**src/rtl/rip_relative_load_xref_scanner_macros.svh**
```systemverilog
// Assertion macros for the rip-relative xref scanner.
// Included by the top level; no other dependencies.
`ifndef RIP_RELATIVE_LOAD_XREF_SCANNER_MACROS_SVH
`define RIP_RELATIVE_LOAD_XREF_SCANNER_MACROS_SVH

// Same-cycle implication, disabled during reset.
`define RRX_ASSERT(label, clk, rst, ante, cons, msg) \
   label: assert property (@(posedge clk) disable iff (rst) (ante) |-> (cons)) \
      else $error(msg);

// Next-cycle implication, disabled during reset.
`define RRX_ASSERT_NEXT(label, clk, rst, ante, cons, msg) \
   label: assert property (@(posedge clk) disable iff (rst) (ante) |=> (cons)) \
      else $error(msg);

`endif

```
**src/rtl/rrx_pkg.sv**
```systemverilog
// Shared types and constants of the rip-relative xref scanner.
// No dependencies; used by every other file but the macros header.
package rrx_pkg;

   localparam int OFFSET_W   = 32;
   localparam int MAX_W      = 16;
   localparam int MODE_W     = 2;
   localparam int WIN_DEPTH  = 8;
   localparam int FILL_W     = 4;
   localparam int CSR_ADDR_W = 3;
   localparam int CSR_DATA_W = 32;

   // Transaction kinds on the request channel.
   localparam logic [MODE_W-1:0] MODE_BYTE     = 2'd0;
   localparam logic [MODE_W-1:0] MODE_SPAN_END = 2'd1;
   localparam logic [MODE_W-1:0] MODE_SCAN_END = 2'd2;

   // Register index (paddr[2]).
   localparam logic REG_TARGET = 1'b0;
   localparam logic REG_MAX    = 1'b1;

   localparam logic [MAX_W-1:0] MAX_RESET = 16'd64;

   // Instruction encoding.
   localparam logic [7:0] OPC_MOV    = 8'h8B;
   localparam logic [7:0] MODRM_MASK = 8'hC7;
   localparam logic [7:0] MODRM_RIP  = 8'h05;
   localparam logic [7:0] REX_LO     = 8'h40;
   localparam logic [7:0] REX_HI     = 8'h4F;

   // Instruction length minus the window span (start = offset - 8).
   localparam logic [OFFSET_W-1:0] ADJ_SHORT = 32'hFFFF_FFFE; // 6 - 8
   localparam logic [OFFSET_W-1:0] ADJ_LONG  = 32'hFFFF_FFFF; // 7 - 8
   localparam logic [OFFSET_W-1:0] SPAN_BACK = 32'd8;

   typedef struct packed {
      logic [MODE_W-1:0]   mode;
      logic [7:0]          code_byte;
      logic [OFFSET_W-1:0] byte_offset;
   } req_type;

   typedef struct packed {
      logic                hit;
      logic [OFFSET_W-1:0] start;
   } hit_type;

   typedef struct packed {
      logic [OFFSET_W-1:0] reader_offset;
      logic                reader_valid;
      logic                scan_done;
      logic [OFFSET_W-1:0] total_found;
   } rsp_type;

endpackage

```
**src/rtl/rrx_if.sv**
```systemverilog
// Request and response channel interfaces of the rip-relative xref scanner.
// Depends on rrx_pkg.
interface rrx_req_if import rrx_pkg::*; ();
   logic                valid;
   logic                ready;
   logic [MODE_W-1:0]   mode;
   logic [7:0]          code_byte;
   logic [OFFSET_W-1:0] byte_offset;

   modport source (output valid, mode, code_byte, byte_offset, input ready);
   modport sink   (input valid, mode, code_byte, byte_offset, output ready);
endinterface

interface rrx_rsp_if import rrx_pkg::*; ();
   logic                valid;
   logic                ready;
   logic [OFFSET_W-1:0] reader_offset;
   logic                reader_valid;
   logic                scan_done;
   logic [OFFSET_W-1:0] total_found;

   modport source (output valid, reader_offset, reader_valid, scan_done, total_found,
                   input ready);
   modport sink   (input valid, reader_offset, reader_valid, scan_done, total_found,
                   output ready);
endinterface

```
**src/rtl/rrx_csr.sv**
```systemverilog
// APB-style configuration registers: target offset and report limit.
// Depends on rrx_pkg.
module rrx_csr import rrx_pkg::*; (
   input  logic                  clock,
   input  logic                  reset,
   input  logic                  csr_psel,
   input  logic                  csr_penable,
   input  logic                  csr_pwrite,
   input  logic [CSR_ADDR_W-1:0] csr_paddr,
   input  logic [CSR_DATA_W-1:0] csr_pwdata,
   output logic [CSR_DATA_W-1:0] csr_prdata,
   output logic                  csr_pready,
   output logic [OFFSET_W-1:0]   target_offset,
   output logic [MAX_W-1:0]      max_reported
);

   logic [OFFSET_W-1:0] target_ff, target_in;
   logic [MAX_W-1:0]    max_ff, max_in;
   logic                wr_en;

   assign csr_pready = 1'b1;
   assign wr_en      = csr_psel && csr_penable && csr_pwrite;

   always_comb begin
      target_in = target_ff;
      max_in    = max_ff;
      if (wr_en) begin
         unique case (csr_paddr[2])
            REG_TARGET: target_in = csr_pwdata;
            REG_MAX:    max_in    = csr_pwdata[MAX_W-1:0];
            default:    ;
         endcase
      end
   end

   always_comb begin
      unique case (csr_paddr[2])
         REG_TARGET: csr_prdata = target_ff;
         REG_MAX:    csr_prdata = {{(CSR_DATA_W-MAX_W){1'b0}}, max_ff};
         default:    csr_prdata = '0;
      endcase
   end

   always_ff @(posedge clock) begin
      if (reset) begin
         target_ff <= '0;
         max_ff    <= MAX_RESET;
      end else begin
         target_ff <= target_in;
         max_ff    <= max_in;
      end
   end

   assign target_offset = target_ff;
   assign max_reported  = max_ff;

endmodule

```
**src/rtl/rrx_window.sv**
```systemverilog
// Eight-byte code window and the rip-relative mov matcher.
// Depends on rrx_pkg.
module rrx_window import rrx_pkg::*; (
   input  logic                clock,
   input  logic                reset,
   input  logic                enable,
   input  req_type             item,
   input  logic [OFFSET_W-1:0] target_offset,
   input  logic [MAX_W-1:0]    max_reported,
   output hit_type             hit_info
);

   logic [7:0]          byte_window_ff [WIN_DEPTH];
   logic [7:0]          byte_window_in [WIN_DEPTH];
   logic [FILL_W-1:0]   window_fill_ff, window_fill_in;
   logic                full;
   logic                form_short, form_long;
   logic [OFFSET_W-1:0] disp, adj, dest;

   assign full = window_fill_ff == FILL_W'(WIN_DEPTH);

   // Short form: 8B modrm disp32. Long form: REX 8B modrm disp32.
   assign form_short = byte_window_ff[0] == OPC_MOV &&
                       (byte_window_ff[1] & MODRM_MASK) == MODRM_RIP;
   assign form_long  = byte_window_ff[0] >= REX_LO && byte_window_ff[0] <= REX_HI &&
                       byte_window_ff[1] == OPC_MOV &&
                       (byte_window_ff[2] & MODRM_MASK) == MODRM_RIP;

   assign disp = form_short ?
                 {byte_window_ff[5], byte_window_ff[4], byte_window_ff[3], byte_window_ff[2]} :
                 {byte_window_ff[6], byte_window_ff[5], byte_window_ff[4], byte_window_ff[3]};
   assign adj  = form_short ? ADJ_SHORT : ADJ_LONG;
   // start + len + disp, with start = offset - 8
   assign dest = item.byte_offset + disp + adj;

   assign hit_info.start = item.byte_offset - SPAN_BACK;
   assign hit_info.hit   = item.mode == MODE_BYTE && full && (form_short || form_long) &&
                           dest == target_offset && target_offset != '0 &&
                           max_reported != '0;

   always_comb begin
      byte_window_in = byte_window_ff;
      window_fill_in = window_fill_ff;
      if (enable) begin
         case (item.mode)
            MODE_BYTE: begin
               if (full) begin
                  for (int i = 0; i < WIN_DEPTH - 1; i++) begin
                     byte_window_in[i] = byte_window_ff[i+1];
                  end
                  byte_window_in[WIN_DEPTH-1] = item.code_byte;
               end else begin
                  byte_window_in[window_fill_ff[FILL_W-2:0]] = item.code_byte;
                  window_fill_in = window_fill_ff + 1'b1;
               end
            end
            MODE_SPAN_END, MODE_SCAN_END: window_fill_in = '0;
            default: ;
         endcase
      end
   end

   always_ff @(posedge clock) begin
      if (reset) begin
         window_fill_ff <= '0;
      end else begin
         window_fill_ff <= window_fill_in;
      end
   end

   always_ff @(posedge clock) begin
      byte_window_ff <= byte_window_in;
   end

endmodule

```
**src/rtl/rrx_track.sv**
```systemverilog
// Held hit, record and found counters; forms the response transactions.
// Depends on rrx_pkg.
module rrx_track import rrx_pkg::*; (
   input  logic             clock,
   input  logic             reset,
   input  logic             enable,
   input  logic [MODE_W-1:0] mode,
   input  hit_type          hit_info,
   input  logic [MAX_W-1:0] max_reported,
   output logic             res_valid,
   output rsp_type          res
);

   logic [OFFSET_W-1:0] held_offset_ff, held_offset_in;
   logic                held_valid_ff, held_valid_in;
   logic [MAX_W-1:0]    recorded_ff, recorded_in;
   logic [OFFSET_W-1:0] found_ff, found_in;
   logic                adjacent;

   // A hit right after the held one means the held hit took a stray REX byte.
   assign adjacent = held_valid_ff && held_offset_ff == hit_info.start - 1'b1;

   always_comb begin
      held_offset_in = held_offset_ff;
      held_valid_in  = held_valid_ff;
      recorded_in    = recorded_ff;
      found_in       = found_ff;
      res_valid      = 1'b0;
      res            = '0;
      if (enable) begin
         case (mode)
            MODE_SCAN_END: begin
               res_valid         = 1'b1;
               res.reader_offset = held_valid_ff ? held_offset_ff : '0;
               res.reader_valid  = held_valid_ff;
               res.scan_done     = 1'b1;
               res.total_found   = found_ff;
               held_offset_in    = '0;
               held_valid_in     = 1'b0;
               recorded_in       = '0;
               found_in          = '0;
            end
            MODE_BYTE: begin
               if (hit_info.hit) begin
                  if (adjacent) begin
                     held_offset_in = hit_info.start;
                  end else begin
                     if (found_ff != '1) begin
                        found_in = found_ff + 1'b1;
                     end
                     if (recorded_ff < max_reported) begin
                        res_valid         = held_valid_ff;
                        res.reader_offset = held_offset_ff;
                        res.reader_valid  = 1'b1;
                        held_offset_in    = hit_info.start;
                        held_valid_in     = 1'b1;
                        recorded_in       = recorded_ff + 1'b1;
                     end
                  end
               end
            end
            default: ;
         endcase
      end
   end

   always_ff @(posedge clock) begin
      if (reset) begin
         held_offset_ff <= '0;
         held_valid_ff  <= 1'b0;
         recorded_ff    <= '0;
         found_ff       <= '0;
      end else begin
         held_offset_ff <= held_offset_in;
         held_valid_ff  <= held_valid_in;
         recorded_ff    <= recorded_in;
         found_ff       <= found_in;
      end
   end

endmodule

```
**src/rtl/rip_relative_load_xref_scanner.sv**
```systemverilog
// Rip-relative load xref scanner.
// req_ch carries one code byte per transaction (mode 0) with its image offset,
// or a span end (mode 1) or a scan end (mode 2); mode 3 is dropped silently.
// rsp_ch carries reader offsets of 32-bit rip-relative movs that hit
// target_offset, one hit late, and one scan-done transaction with the
// saturating total count at each scan end.
// An accepted request is held in the input register and processed when it
// advances; its response, if any, is then registered in the response register.
// Throughput: one request per cycle while rsp_ch does not stall. The input
// register feeds one pass of window match, one 32-bit add/compare and the
// hit tracker into the response register.
// When rsp_ch stalls, the full response register holds its transaction and
// the input register keeps the next request; req_ch.ready drops only when
// both are occupied.
// Reset (synchronous, active high) empties both registers and the window, clears the
// held hit and counters, and sets target_offset to 0 and max_reported to 64.
// The configuration port is APB-style: target at 0x0, limit at 0x4.
// Depends on rrx_pkg, rrx_if, rrx_csr, rrx_window, rrx_track and the macros header.
`include "rip_relative_load_xref_scanner_macros.svh"

module rip_relative_load_xref_scanner import rrx_pkg::*; (
   input  logic                  clock,
   input  logic                  reset,
   rrx_req_if.sink               req_ch,
   rrx_rsp_if.source             rsp_ch,
   input  logic                  csr_psel,
   input  logic                  csr_penable,
   input  logic                  csr_pwrite,
   input  logic [CSR_ADDR_W-1:0] csr_paddr,
   input  logic [CSR_DATA_W-1:0] csr_pwdata,
   output logic [CSR_DATA_W-1:0] csr_prdata,
   output logic                  csr_pready
);

   logic [OFFSET_W-1:0] target_offset;
   logic [MAX_W-1:0]    max_reported;

   // input register
   logic    s1_valid_ff, s1_valid_in;
   req_type s1_ff, s1_in;
   // response register
   logic    out_valid_ff, out_valid_in;
   rsp_type out_ff, out_in;

   logic    out_free, advance, accept;
   hit_type hit_info;
   logic    res_valid;
   rsp_type res;

   rrx_csr u_csr (
      .clock, .reset,
      .csr_psel, .csr_penable, .csr_pwrite, .csr_paddr, .csr_pwdata,
      .csr_prdata, .csr_pready,
      .target_offset, .max_reported
   );

   // Handshake: the response register frees when taken, so the pipe keeps
   // moving even while a result is waiting for the same edge.
   assign out_free     = !out_valid_ff || rsp_ch.ready;
   assign advance      = s1_valid_ff && out_free;
   assign req_ch.ready = !s1_valid_ff || out_free;
   assign accept       = req_ch.valid && req_ch.ready;

   always_comb begin
      s1_in       = s1_ff;
      s1_valid_in = s1_valid_ff;
      if (accept) begin
         s1_in.mode        = req_ch.mode;
         s1_in.code_byte   = req_ch.code_byte;
         s1_in.byte_offset = req_ch.byte_offset;
         s1_valid_in       = 1'b1;
      end else if (advance) begin
         s1_valid_in = 1'b0;
      end
   end

   rrx_window u_window (
      .clock, .reset,
      .enable(advance),
      .item(s1_ff),
      .target_offset, .max_reported,
      .hit_info
   );

   rrx_track u_track (
      .clock, .reset,
      .enable(advance),
      .mode(s1_ff.mode),
      .hit_info, .max_reported,
      .res_valid, .res
   );

   always_comb begin
      out_in       = out_ff;
      out_valid_in = out_valid_ff;
      if (advance && res_valid) begin
         out_in       = res;
         out_valid_in = 1'b1;
      end else if (rsp_ch.ready) begin
         out_valid_in = 1'b0;
      end
   end

   always_ff @(posedge clock) begin
      if (reset) begin
         s1_valid_ff  <= 1'b0;
         out_valid_ff <= 1'b0;
      end else begin
         s1_valid_ff  <= s1_valid_in;
         out_valid_ff <= out_valid_in;
      end
   end

   always_ff @(posedge clock) begin
      s1_ff  <= s1_in;
      out_ff <= out_in;
   end

   assign rsp_ch.valid         = out_valid_ff;
   assign rsp_ch.reader_offset = out_ff.reader_offset;
   assign rsp_ch.reader_valid  = out_ff.reader_valid;
   assign rsp_ch.scan_done     = out_ff.scan_done;
   assign rsp_ch.total_found   = out_ff.total_found;

   // ---- assertions ----
   `RRX_ASSERT(a_flow_out_free, clock, reset, s1_valid_ff && !out_valid_ff, req_ch.ready, "request stalled with free response register")
   `RRX_ASSERT_NEXT(a_scan_end_reports, clock, reset, advance && s1_ff.mode == MODE_SCAN_END, out_valid_ff && out_ff.scan_done, "scan end produced no done transaction")
   `RRX_ASSERT(a_no_reader_zero, clock, reset, rsp_ch.valid && !rsp_ch.reader_valid, rsp_ch.reader_offset == '0, "reader offset set without a reader")
   `RRX_ASSERT(a_mid_scan_shape, clock, reset, rsp_ch.valid && !rsp_ch.scan_done, rsp_ch.reader_valid && rsp_ch.total_found == '0, "mid-scan transaction without a reader")

endmodule
```
**src/flat_wrapper.sv**
```systemverilog
// flat-port wrapper written by rule: the top's interface ports become plain ports
module rip_relative_load_xref_scanner_flat import rrx_pkg::*;
  (clock, reset, csr_psel, csr_penable, csr_pwrite, csr_paddr, csr_pwdata, csr_prdata, csr_pready, req_ch_valid, req_ch_mode, req_ch_code_byte, req_ch_byte_offset, req_ch_ready, rsp_ch_valid, rsp_ch_reader_offset, rsp_ch_reader_valid, rsp_ch_scan_done, rsp_ch_total_found, rsp_ch_ready);
  rrx_req_if req_ch_i ();
  rrx_rsp_if rsp_ch_i ();
  input  logic clock;
  input  logic reset;
  input  logic csr_psel;
  input  logic csr_penable;
  input  logic csr_pwrite;
  input  logic [CSR_ADDR_W-1:0] csr_paddr;
  input  logic [CSR_DATA_W-1:0] csr_pwdata;
  output logic [CSR_DATA_W-1:0] csr_prdata;
  output logic csr_pready;
  input wire logic [$bits(req_ch_i.valid)-1:0] req_ch_valid;
  input wire logic [$bits(req_ch_i.mode)-1:0] req_ch_mode;
  input wire logic [$bits(req_ch_i.code_byte)-1:0] req_ch_code_byte;
  input wire logic [$bits(req_ch_i.byte_offset)-1:0] req_ch_byte_offset;
  output wire logic [$bits(req_ch_i.ready)-1:0] req_ch_ready;
  output wire logic [$bits(rsp_ch_i.valid)-1:0] rsp_ch_valid;
  output wire logic [$bits(rsp_ch_i.reader_offset)-1:0] rsp_ch_reader_offset;
  output wire logic [$bits(rsp_ch_i.reader_valid)-1:0] rsp_ch_reader_valid;
  output wire logic [$bits(rsp_ch_i.scan_done)-1:0] rsp_ch_scan_done;
  output wire logic [$bits(rsp_ch_i.total_found)-1:0] rsp_ch_total_found;
  input wire logic [$bits(rsp_ch_i.ready)-1:0] rsp_ch_ready;
  assign req_ch_i.valid = req_ch_valid;
  assign req_ch_i.mode = req_ch_mode;
  assign req_ch_i.code_byte = req_ch_code_byte;
  assign req_ch_i.byte_offset = req_ch_byte_offset;
  assign req_ch_ready = req_ch_i.ready;
  assign rsp_ch_valid = rsp_ch_i.valid;
  assign rsp_ch_reader_offset = rsp_ch_i.reader_offset;
  assign rsp_ch_reader_valid = rsp_ch_i.reader_valid;
  assign rsp_ch_scan_done = rsp_ch_i.scan_done;
  assign rsp_ch_total_found = rsp_ch_i.total_found;
  assign rsp_ch_i.ready = rsp_ch_ready;
  rip_relative_load_xref_scanner u_core (.clock(clock), .reset(reset), .req_ch(req_ch_i), .rsp_ch(rsp_ch_i), .csr_psel(csr_psel), .csr_penable(csr_penable), .csr_pwrite(csr_pwrite), .csr_paddr(csr_paddr), .csr_pwdata(csr_pwdata), .csr_prdata(csr_prdata), .csr_pready(csr_pready));
endmodule
```
**config.mk**
```make
export PLATFORM = sky130hd
export DESIGN_NAME = rip_relative_load_xref_scanner_flat
export DESIGN_NICKNAME = d
export VERILOG_FILES = /design/src/rtl/rrx_pkg.sv /design/src/rtl/rrx_if.sv /design/src/rtl/rrx_csr.sv /design/src/rtl/rrx_window.sv /design/src/rtl/rrx_track.sv /design/src/rtl/rip_relative_load_xref_scanner.sv /design/src/flat_wrapper.sv
export VERILOG_INCLUDE_DIRS = /design/src /design/src/rtl
export SDC_FILE = /design/constraint.sdc
export NUM_CORES = 1
export LEC_CHECK = 0
export BUFFER_PORTS_ARGS = -buffer_cell sky130_fd_sc_hd__buf_2
export CORE_MARGIN = 1
export CORE_UTILIZATION = 35
export CTS_CLUSTER_DIAMETER = 50
export DETAILED_ROUTE_END_ITERATION = 6
export GPL_ROUTABILITY_DRIVEN = 0
export HOLD_SLACK_MARGIN = 0.06
export PLACE_DENSITY = 0.48
export REMOVE_ABC_BUFFERS = 1
export SYNTH_ARGS = -nofsm -noshare
export SYNTH_HDL_FRONTEND = slang
export SYNTH_SLANG_ARGS = --single-unit
```
**constraint.sdc**
```tcl
create_clock -name clock -period 7.8 [get_ports clock]
set_input_delay 0.39 -clock clock [delete_from_list [all_inputs] [get_ports clock]]
set_output_delay 0.39 -clock clock [all_outputs]
set_load 0.005 [all_outputs]
```
# After elaboration in Yosys (flattened, before gate mapping)
# Index checks and enable logic that the tools add are counted.
[word_totals] word_cells=131 inputBits=84 out_inout_bits=101 register_bits=307
[op_classes] order_cmp=5 addsub=7 n_bitwise=2 eq_ne=16 n_reduce_logical=37 n_mux=40
[op_table] operator="$mux W32" n=8
[op_table] operator="$pmux W32 S2" n=3
[op_table] operator="$mux W33" n=4
[op_table] operator="$pmux W33 S2" n=1
[op_table] operator="$add A32 B32 Y32" n=2
[op_table] operator="$bwmux W64" n=1
[op_table] operator="$eq A32 B32 Y1" n=2
[op_table] operator="$mux W64" n=1
[op_table] operator="$mux W16" n=3
[op_table] operator="$add A32 B1 Y32 const B" n=1
[op_table] operator="$ne A32 B32 Y1 const B" n=1
[op_table] operator="$pmux W16 S2" n=1
[op_table] operator="$reduce_bool A32 Y1" n=1
[op_table] operator="$sub A32 B1 Y32 const B" n=1
[op_table] operator="$sub A32 B4 Y32 const B" n=1
[op_table] operator="$demux W8 S3" n=1
[op_table] operator="$add A16 B1 Y16 const B" n=1
[op_table] operator="$eq A8 B8 Y1 const B" n=2
[op_table] operator="$logic_and A1 B1 Y1" n=16
[op_table] operator="$lt A16 B16 Y1" n=1
[op_table] operator="$reduce_bool A16 Y1" n=1
[op_table] operator="$mux W1" n=12
[op_table] operator="$eq A5 B3 Y1 const B" n=2
[op_table] operator="$reduce_and A5 Y1" n=2
[op_table] operator="other kinds (25)" n=38

# Logic depth before layout (Yosys ltp)
[logic_depth] ltp_word=14 depth_mapped=24 mapped_depth_nobuf=21

# Hierarchy
# From an unflattened synthesis, not the netlist that was laid out.
[unflattened] hier_cells=1894 hier_area_um2=18530.3
[by_module_without_submodules] mod="rrx_window" area_per_inst_um2=6959.2 instances=1 cells_each=807 seq_area_each_um2=2001.9
[by_module_without_submodules] mod="rrx_track" area_per_inst_um2=5841.9 instances=1 cells_each=737 seq_area_each_um2=1621.6
[by_module_without_submodules] mod="rip_relative_load_xref_scanner" area_per_inst_um2=3345.7 instances=1 cells_each=119 seq_area_each_um2=3283.1
[by_module_without_submodules] mod="rrx_csr" area_per_inst_um2=2383.5 instances=1 cells_each=231 seq_area_each_um2=960.9

# Worst setup path after synthesis
# No wires, ideal clock.
[synth_path] path_type="register -> register" start="register u_core.u_window.byte_window_ff[62] (netlist bit)" end="register u_core.out_ff (netlist bit u_core.rsp_ch.reader_offset[0]), enable pin" path_stages_with_launch=20 arrival_time_ns=6.609 slack_ns=0.760 path_buffers=1 t_required_ns=7.369 setup_ns=0.431 synth_period_minus_slack_ns=7.040 cell_sequence="edfxtp_1 nand4bb_1 nor4b_1 nand2_1 buf_1 mux2i_1 ha_1 inv_1 ha_1 a21oi_1 o21ai_1 a21o_1 o2bb2ai_1 or3b_2 nor4_1 nand4_1 or4_1 nor4_1 a41o_1 and2_1"
[synth_via] elab_chain_cells=13 word_cells_on_any_way=21 classes_between="add/sub (2); order compare (2); eq/ne (2); mux (5); reduce/logical (10)"
[synth_rtl] element="start, declared" line="rrx_window.sv:13" text="logic [7:0] byte_window_ff [WIN_DEPTH];"
[synth_rtl] element="start signal, assigned" line="rrx_window.sv:72" text="byte_window_ff <= byte_window_in;"
[synth_rtl] element="$eq A8 B8 Y1, or another cell as far along" line="rrx_window.sv:23" text="assign form_short = byte_window_ff[0] == OPC_MOV &&"
[synth_rtl] element="$logic_and A1 B1 Y1, on equally long branches" line="rrx_window.sv:23, rrx_window.sv:25"
[synth_rtl] element="$mux W32 / $logic_and A1 B1 Y1 (equally long branches)" line="rrx_window.sv:29, rrx_window.sv:25"
[synth_rtl] element="$add A32 B32 Y32 / $logic_and A1 B1 Y1 (equally long branches)" line="rrx_window.sv:34, rrx_window.sv:26"
[synth_rtl] element="$add A32 B32 Y32 / $logic_or A1 B1 Y1 (equally long branches)" line="rrx_window.sv:34, rrx_window.sv:37"
[synth_rtl] element="$eq A32 B32 Y1 / $logic_and A1 B1 Y1 (equally long branches)" line="rrx_window.sv:38, rrx_window.sv:37"
[synth_rtl] element="$logic_and A1 B1 Y1 *" line="rrx_window.sv:37" text="assign hit_info.hit = item.mode == MODE_BYTE && full && (form_short || form_long) &&"
[synth_rtl] element="$logic_and A1 B1 Y1 * (2 in series)" line="rrx_window.sv:38" text="dest == target_offset && target_offset != '0 &&"
[synth_rtl] element="$mux W1 *" line="rrx_track.sv:44" text="if (hit_info.hit) begin"
[synth_rtl] element="$pmux W1 S2 *" line="rrx_track.sv:31" text="case (mode)"
[synth_rtl] element="$mux W1 *" line="rrx_track.sv:30" text="if (enable) begin"
[synth_rtl] element="$logic_and A1 B1 Y1 *" line="rip_relative_load_xref_scanner.sv:96" text="if (advance && res_valid) begin"
[synth_rtl] element="end signal, assigned" line="rip_relative_load_xref_scanner.sv:116" text="out_ff <= out_in;"
[synth_rtl] element="end, declared" line="rip_relative_load_xref_scanner.sv:43" text="rsp_type out_ff, out_in;"
# Mark *: on every way between the ends. The rest lies on a longest branch, timed or not.
# A chain may end at the register's enable or synchronous reset.

# Worst setup path in the final report
[layout_path] start="register u_core.u_window.byte_window_ff[62] (netlist bit)" end="register u_core.u_track.found_ff[14]"
[layout_via] elab_chain_cells=11 word_cells_on_any_way=19 classes_between="add/sub (2); order compare (2); eq/ne (3); mux (2); reduce/logical (10)"
[layout_rtl] element="$eq A8 B8 Y1, or another cell as far along" line="rrx_window.sv:23"
[layout_rtl] element="$logic_and A1 B1 Y1, on equally long branches" line="rrx_window.sv:23, rrx_window.sv:25"
[layout_rtl] element="$mux W32 / $logic_and A1 B1 Y1 (equally long branches)" line="rrx_window.sv:29, rrx_window.sv:25"
[layout_rtl] element="$add A32 B32 Y32 / $logic_and A1 B1 Y1 (equally long branches)" line="rrx_window.sv:34, rrx_window.sv:26"
[layout_rtl] element="$add A32 B32 Y32 / $logic_or A1 B1 Y1 (equally long branches)" line="rrx_window.sv:34, rrx_window.sv:37"
[layout_rtl] element="$eq A32 B32 Y1 / $logic_and A1 B1 Y1 (equally long branches)" line="rrx_window.sv:38, rrx_window.sv:37"
[layout_rtl] element="$logic_and A1 B1 Y1 *" line="rrx_window.sv:37"
[layout_rtl] element="$logic_and A1 B1 Y1 * (2 in series)" line="rrx_window.sv:38"
[layout_rtl] element="$ne A2 B1 Y1 (no line) *"
[layout_rtl] element="$reduce_and A5 Y1 (no line) *"
[layout_rtl] element="end signal, assigned" line="rrx_track.sv:77" text="found_ff <= found_in;"
[layout_rtl] element="end, declared" line="rrx_track.sv:17" text="logic [OFFSET_W-1:0] found_ff, found_in;"
# Marked as above.

==> results.py <==
metrics = {
    "critical_path": {
        "setup.worst_path.class": "flop to flop",
        "cp-end-kind": "flop",
        "rr_startpoint": "u_core.u_window.byte_window_ff[62]",
        "crit_fanout": 34,
        "worst_setup_path_start_kind": "flop",
        "rr_endpoint": "u_core.u_track.found_ff[14]",
        "cp.arrival_ns": 7.37,
        "critical_path_required_ns": 8.27,
        "r2r_slack_ns": 0.90,
        "reg2reg_depth": 22,
    },
    "clock_network": {
        "clock_latency_ns": 0.59,
        "h-tree-depth": 2,
        "cts_root_buffer": "clkbuf_16",
        "cts_tree": "yes",
        "hold_buffers": 75,
        "cts_buffers": 45,
        "cts.sinks": 307,
        "post_cts_buffers": 0,
        "clk_pin_slew_ns": 0.05,
        "cts_resized": 0,
        "clock_path_buffers": 3,
    },
    "placed_design": {
        "portBuffers": 181,
        "hpwlAfterDp_um": 47900,
        "dp.cells": 2874,
        "placed_cell_area_sq_um": 20900,
    },
    "pwr": {
        "p_clk_share_pct": 47.0,
        "vdd_drop_max_mv": 0.150,
        "seqPwrFrac_pct": 40.4,
        "p_sw_share_pct": 26.9,
        "p_int_w": 0.00319,
        "p_switching_w": 0.00118,
        "pwr_density_cell_nw_per_um2": 189,
        "power_frac_comb_pct": 12.6,
        "p_leak_nw": 9.49,
    },
    "worst_hold_path": {
        "hp-class": "input pin to flop",
        "hp-start": "rsp_ch_ready",
        "min_path_cells": 4,
        "hold_end": "u_core.rsp_ch.valid",
    },
    "grt": {
        "grt_pass1_wl_um": 95900,
        "grt_util_all_layers_pct": 22.1,
        "grt_overflow_total": 0,
        "grt_start_max_net_pins": 66,
        "grt_pass1_vias": 16300,
        "antenna_found_initial": 0,
    },
    "yosys": {
        "avgSynthCellArea_sq_um": 9.26,
        "synth_cell_type_count": 94,
        "seq_area_frac_synth_pct": 41.1,
        "synthAdderAreaFrac_pct": 5.66,
        "synth_flop_cell": "edfxtp_1",
        "synth-seq-cells": 307,
        "yosys_warnings": 0,
        "synth_top_family_by_area": "simple AND/OR/NAND/NOR gates",
        "syn_area_sq_um": 19100,
        "synth_xor_xnor_area_share_pct": 6.18,
        "synth_edf_count": 172,
        "synth_compound_area_share_pct": 17.1,
        "yosys.area_share.simple_pct": 22.2,
        "muxShareOfSynthArea_pct": 3.00,
        "syn_inst": 2067,
        "synth-async-reset-ratio_pct": 0,
    },
    "floorplanning": {
        "io_pins": 185,
        "start_util_pct": 35.5,
        "die_w_um": 236,
        "num_rows": 85,
        "dieArea_sq_um": 55600,
        "die_h_um": 236,
        "core-area_sq_um": 53900,
    },
    "routing": {
        "wl_per_cell_um": 20.8,
        "via_per_inst": 5.60,
        "wl_um": 63000,
        "dr.max_layer_used": "met4",
        "drt_iter0_drc": 1218,
        "wl_met2_um": 29600,
        "ant_nets": 0,
        "vias": 17000,
        "drc": 0,
        "wl_met3_um": 3220,
        "dr.pass1.iters": 6,
        "wl_met1_um": 28100,
    },
    "final_layout": {
        "fin_cells": 3030,
        "final_area_sq_um": 23100,
        "layout-drive-gt1-share_pct": 15.5,
        "fill_cells": 5277,
        "diodes": 0,
        "syn2layout_area_growth_pct": 21.0,
        "nNetsFinal": 2470,
    },
    "sta": {
        "rsz0062_at_grt": "no",
        "slew_violations": 0,
        "setup_violations": 0,
        "worstMarginPinSlew_ns": 1.13,
        "fin_crit_ns": 6.90,
        "period_share_pct": 88.5,
        "setup_tns_ns": 0,
        "finalHoldViolCount": 0,
        "finClkSkew_ns": 0.0300,
        "slew_headroom_pct": 23.9,
        "fmax_mhz": 145,
    },
    "outcome": {
        "status": "completed",
    },
    "flow_run": {
        "maxCapViolCount": 0,
    },
}
==> layout make-up <==
class | count | area, sq um | area share [%]
multi-input combinational | 1530 | 10400 | 45.0
sequential | 307 | 7870 | 34.0
timing repair buffer | 297 | 2040 | 8.81
clock buffer | 51 | 1200 | 5.18
tap | 696 | 871 | 3.76
inverter | 119 | 447 | 1.93
clock inverter | 30 | 317 | 1.37
==> state kept, by name, summed over array words and instances, names as in the netlist <==
register and flops:
u_core.s1_ff 42, u_core.u_track.held_valid_ff 1, u_core.u_track.held_offset_ff 32, u_core.rsp_ch.valid 1, u_core.s1_valid_ff 1, u_core.rsp_ch.reader_offset 32, u_core.u_window.window_fill_ff 4, u_core.u_track.recorded_ff 16
u_core.rsp_ch.total_found 32, u_core.u_csr.max_reported 16, u_core.rsp_ch.scan_done 1, u_core.rsp_ch.reader_valid 1, u_core.u_csr.target_offset 32, u_core.u_window.byte_window_ff 64, u_core.u_track.found_ff 32
==> power by group through the flow <==
stage,sequential (W),combinational (W),clock [W]
floorplan,0.00178,0.000332,0
global placement,0.00180,0.000511,0
detailed placement,0.00180,0.000512,0
CTS,0.00176,0.000543,0.00211
global route,0.00177,0.000596,0.00218
finish,0.00176,0.000551,0.00205
==> critical path, cell delays in order (launching register included) <==
cell and delay [ns]:
edfxtp_1 0.38, nand4bb_1 0.19, nor4b_1 0.41, nand2_1 0.17, buf_12 0.22, mux2i_1 0.17, ha_1 0.30, inv_1 0.04
ha_1 0.22, fa_1 0.50, xnor2_1 0.12, nand4_1 0.26, or4_1 0.63, nor4_1 0.29, o211ai_1 0.16, nor4_1 0.42
or4b_1 0.48, or4_4 0.64, a211oi_2 0.45, buf_4 0.23, or2_1 0.18, buf_4 0.25, nor2_1 0.07
==> synth_stat cells (18+ instances only) <==
master	n	area, sq um
xor2_1	44	385
xnor2_1	77	674
ha_1	85	1060
nand4_1	54	338
nor2b_1	25	156
inv_1	119	447
nor2_1	85	319
or4_1	25	188
nand2_1	188	706
or3_1	27	169
nor3_1	42	210
dfxtp_1	135	2700
mux2_2	18	203
buf_1	18	67.6
and2_1	57	357
and3_1	56	350
nand3_1	84	420
o31ai_1	45	338
nor4_1	39	244
edfxtp_1	172	5160
o21ai_0	58	290
a22o_1	57	499
mux2i_1	37	370
a31oi_1	22	138
clkbuf_1	77	289
a21oi_1	140	701
a21o_1	39	293
==> how the worst max path moves through the flow <==
stage          depth (start not counted)                          startpoint                              to  slack (ns)
3_5_place_dp                          22  u_core.u_window.byte_window_ff[62]     u_core.u_track.found_ff[24]        1.06
5_1_grt                               22  u_core.u_window.byte_window_ff[62]     u_core.u_track.found_ff[28]        0.59
6_report                              22  u_core.u_window.byte_window_ff[62]     u_core.u_track.found_ff[14]        0.90
4_1_cts                               22  u_core.u_window.byte_window_ff[62]     u_core.u_track.found_ff[14]        1.01
2_1_floorplan                         20  u_core.u_window.byte_window_ff[62]  u_core.rsp_ch.reader_offset[0]        0.24
3_3_place_gp                          22  u_core.u_window.byte_window_ff[62]     u_core.u_track.found_ff[14]        1.10
==> layout by cell type (no fill, tap or decap), drive strengths merged, types with 75 or more instances in the layout <==
cell type,n
dfxtp,135
nor2,86
dlygate4sd3,75
inv,130
xnor2,79
nand2,190
ha,85
nand3,85
edfxtp,172
buf,222
a21oi,141
==> metrics by stage <==
| step | setup slack (ns) | util, % | hold slack (ns) | total power [W] |
|---|---|---|---|---|
| finish | 0.897 | 42.9 | 0.174 | 0.00437 |
| global route | 0.589 | 42.9 | 0.207 | 0.00454 |
| CTS | 1.01 | 42.9 | 0.144 | 0.00442 |
| detailed placement | 1.06 | 38.7 | 0.487 | 0.00231 |
| global placement | 1.10 | 38.7 | 0.477 | 0.00231 |
| floorplan | 0.245 | - | 0.448 | 0.00211 |
==> kinds of logic (layout without fill, tap and decap cells) <==
| group | count (synthesis) | count (layout) |
|---|---|---|
| mux | 55 | 55 |
| xor+xnor | 127 | 127 |
| compound gates | 485 | 485 |
| flops | 307 | 307 |
| simple gates | 776 | 776 |
| other cells | 1 | 1 |
| buf+inv | 230 | 497 |
| fa+ha+maj | 86 | 86 |
==> per-layer routing <==
metal | vias to the layer above | global-route usage, %
li1 | 8168 | -
met1 | 8168 | 29.2
met2 | 520 | 36.5
met3 | 108 | 3.49
met4 | 0 | 7.90
met5 | - | 0
Power figures use the tool's default switching activity.
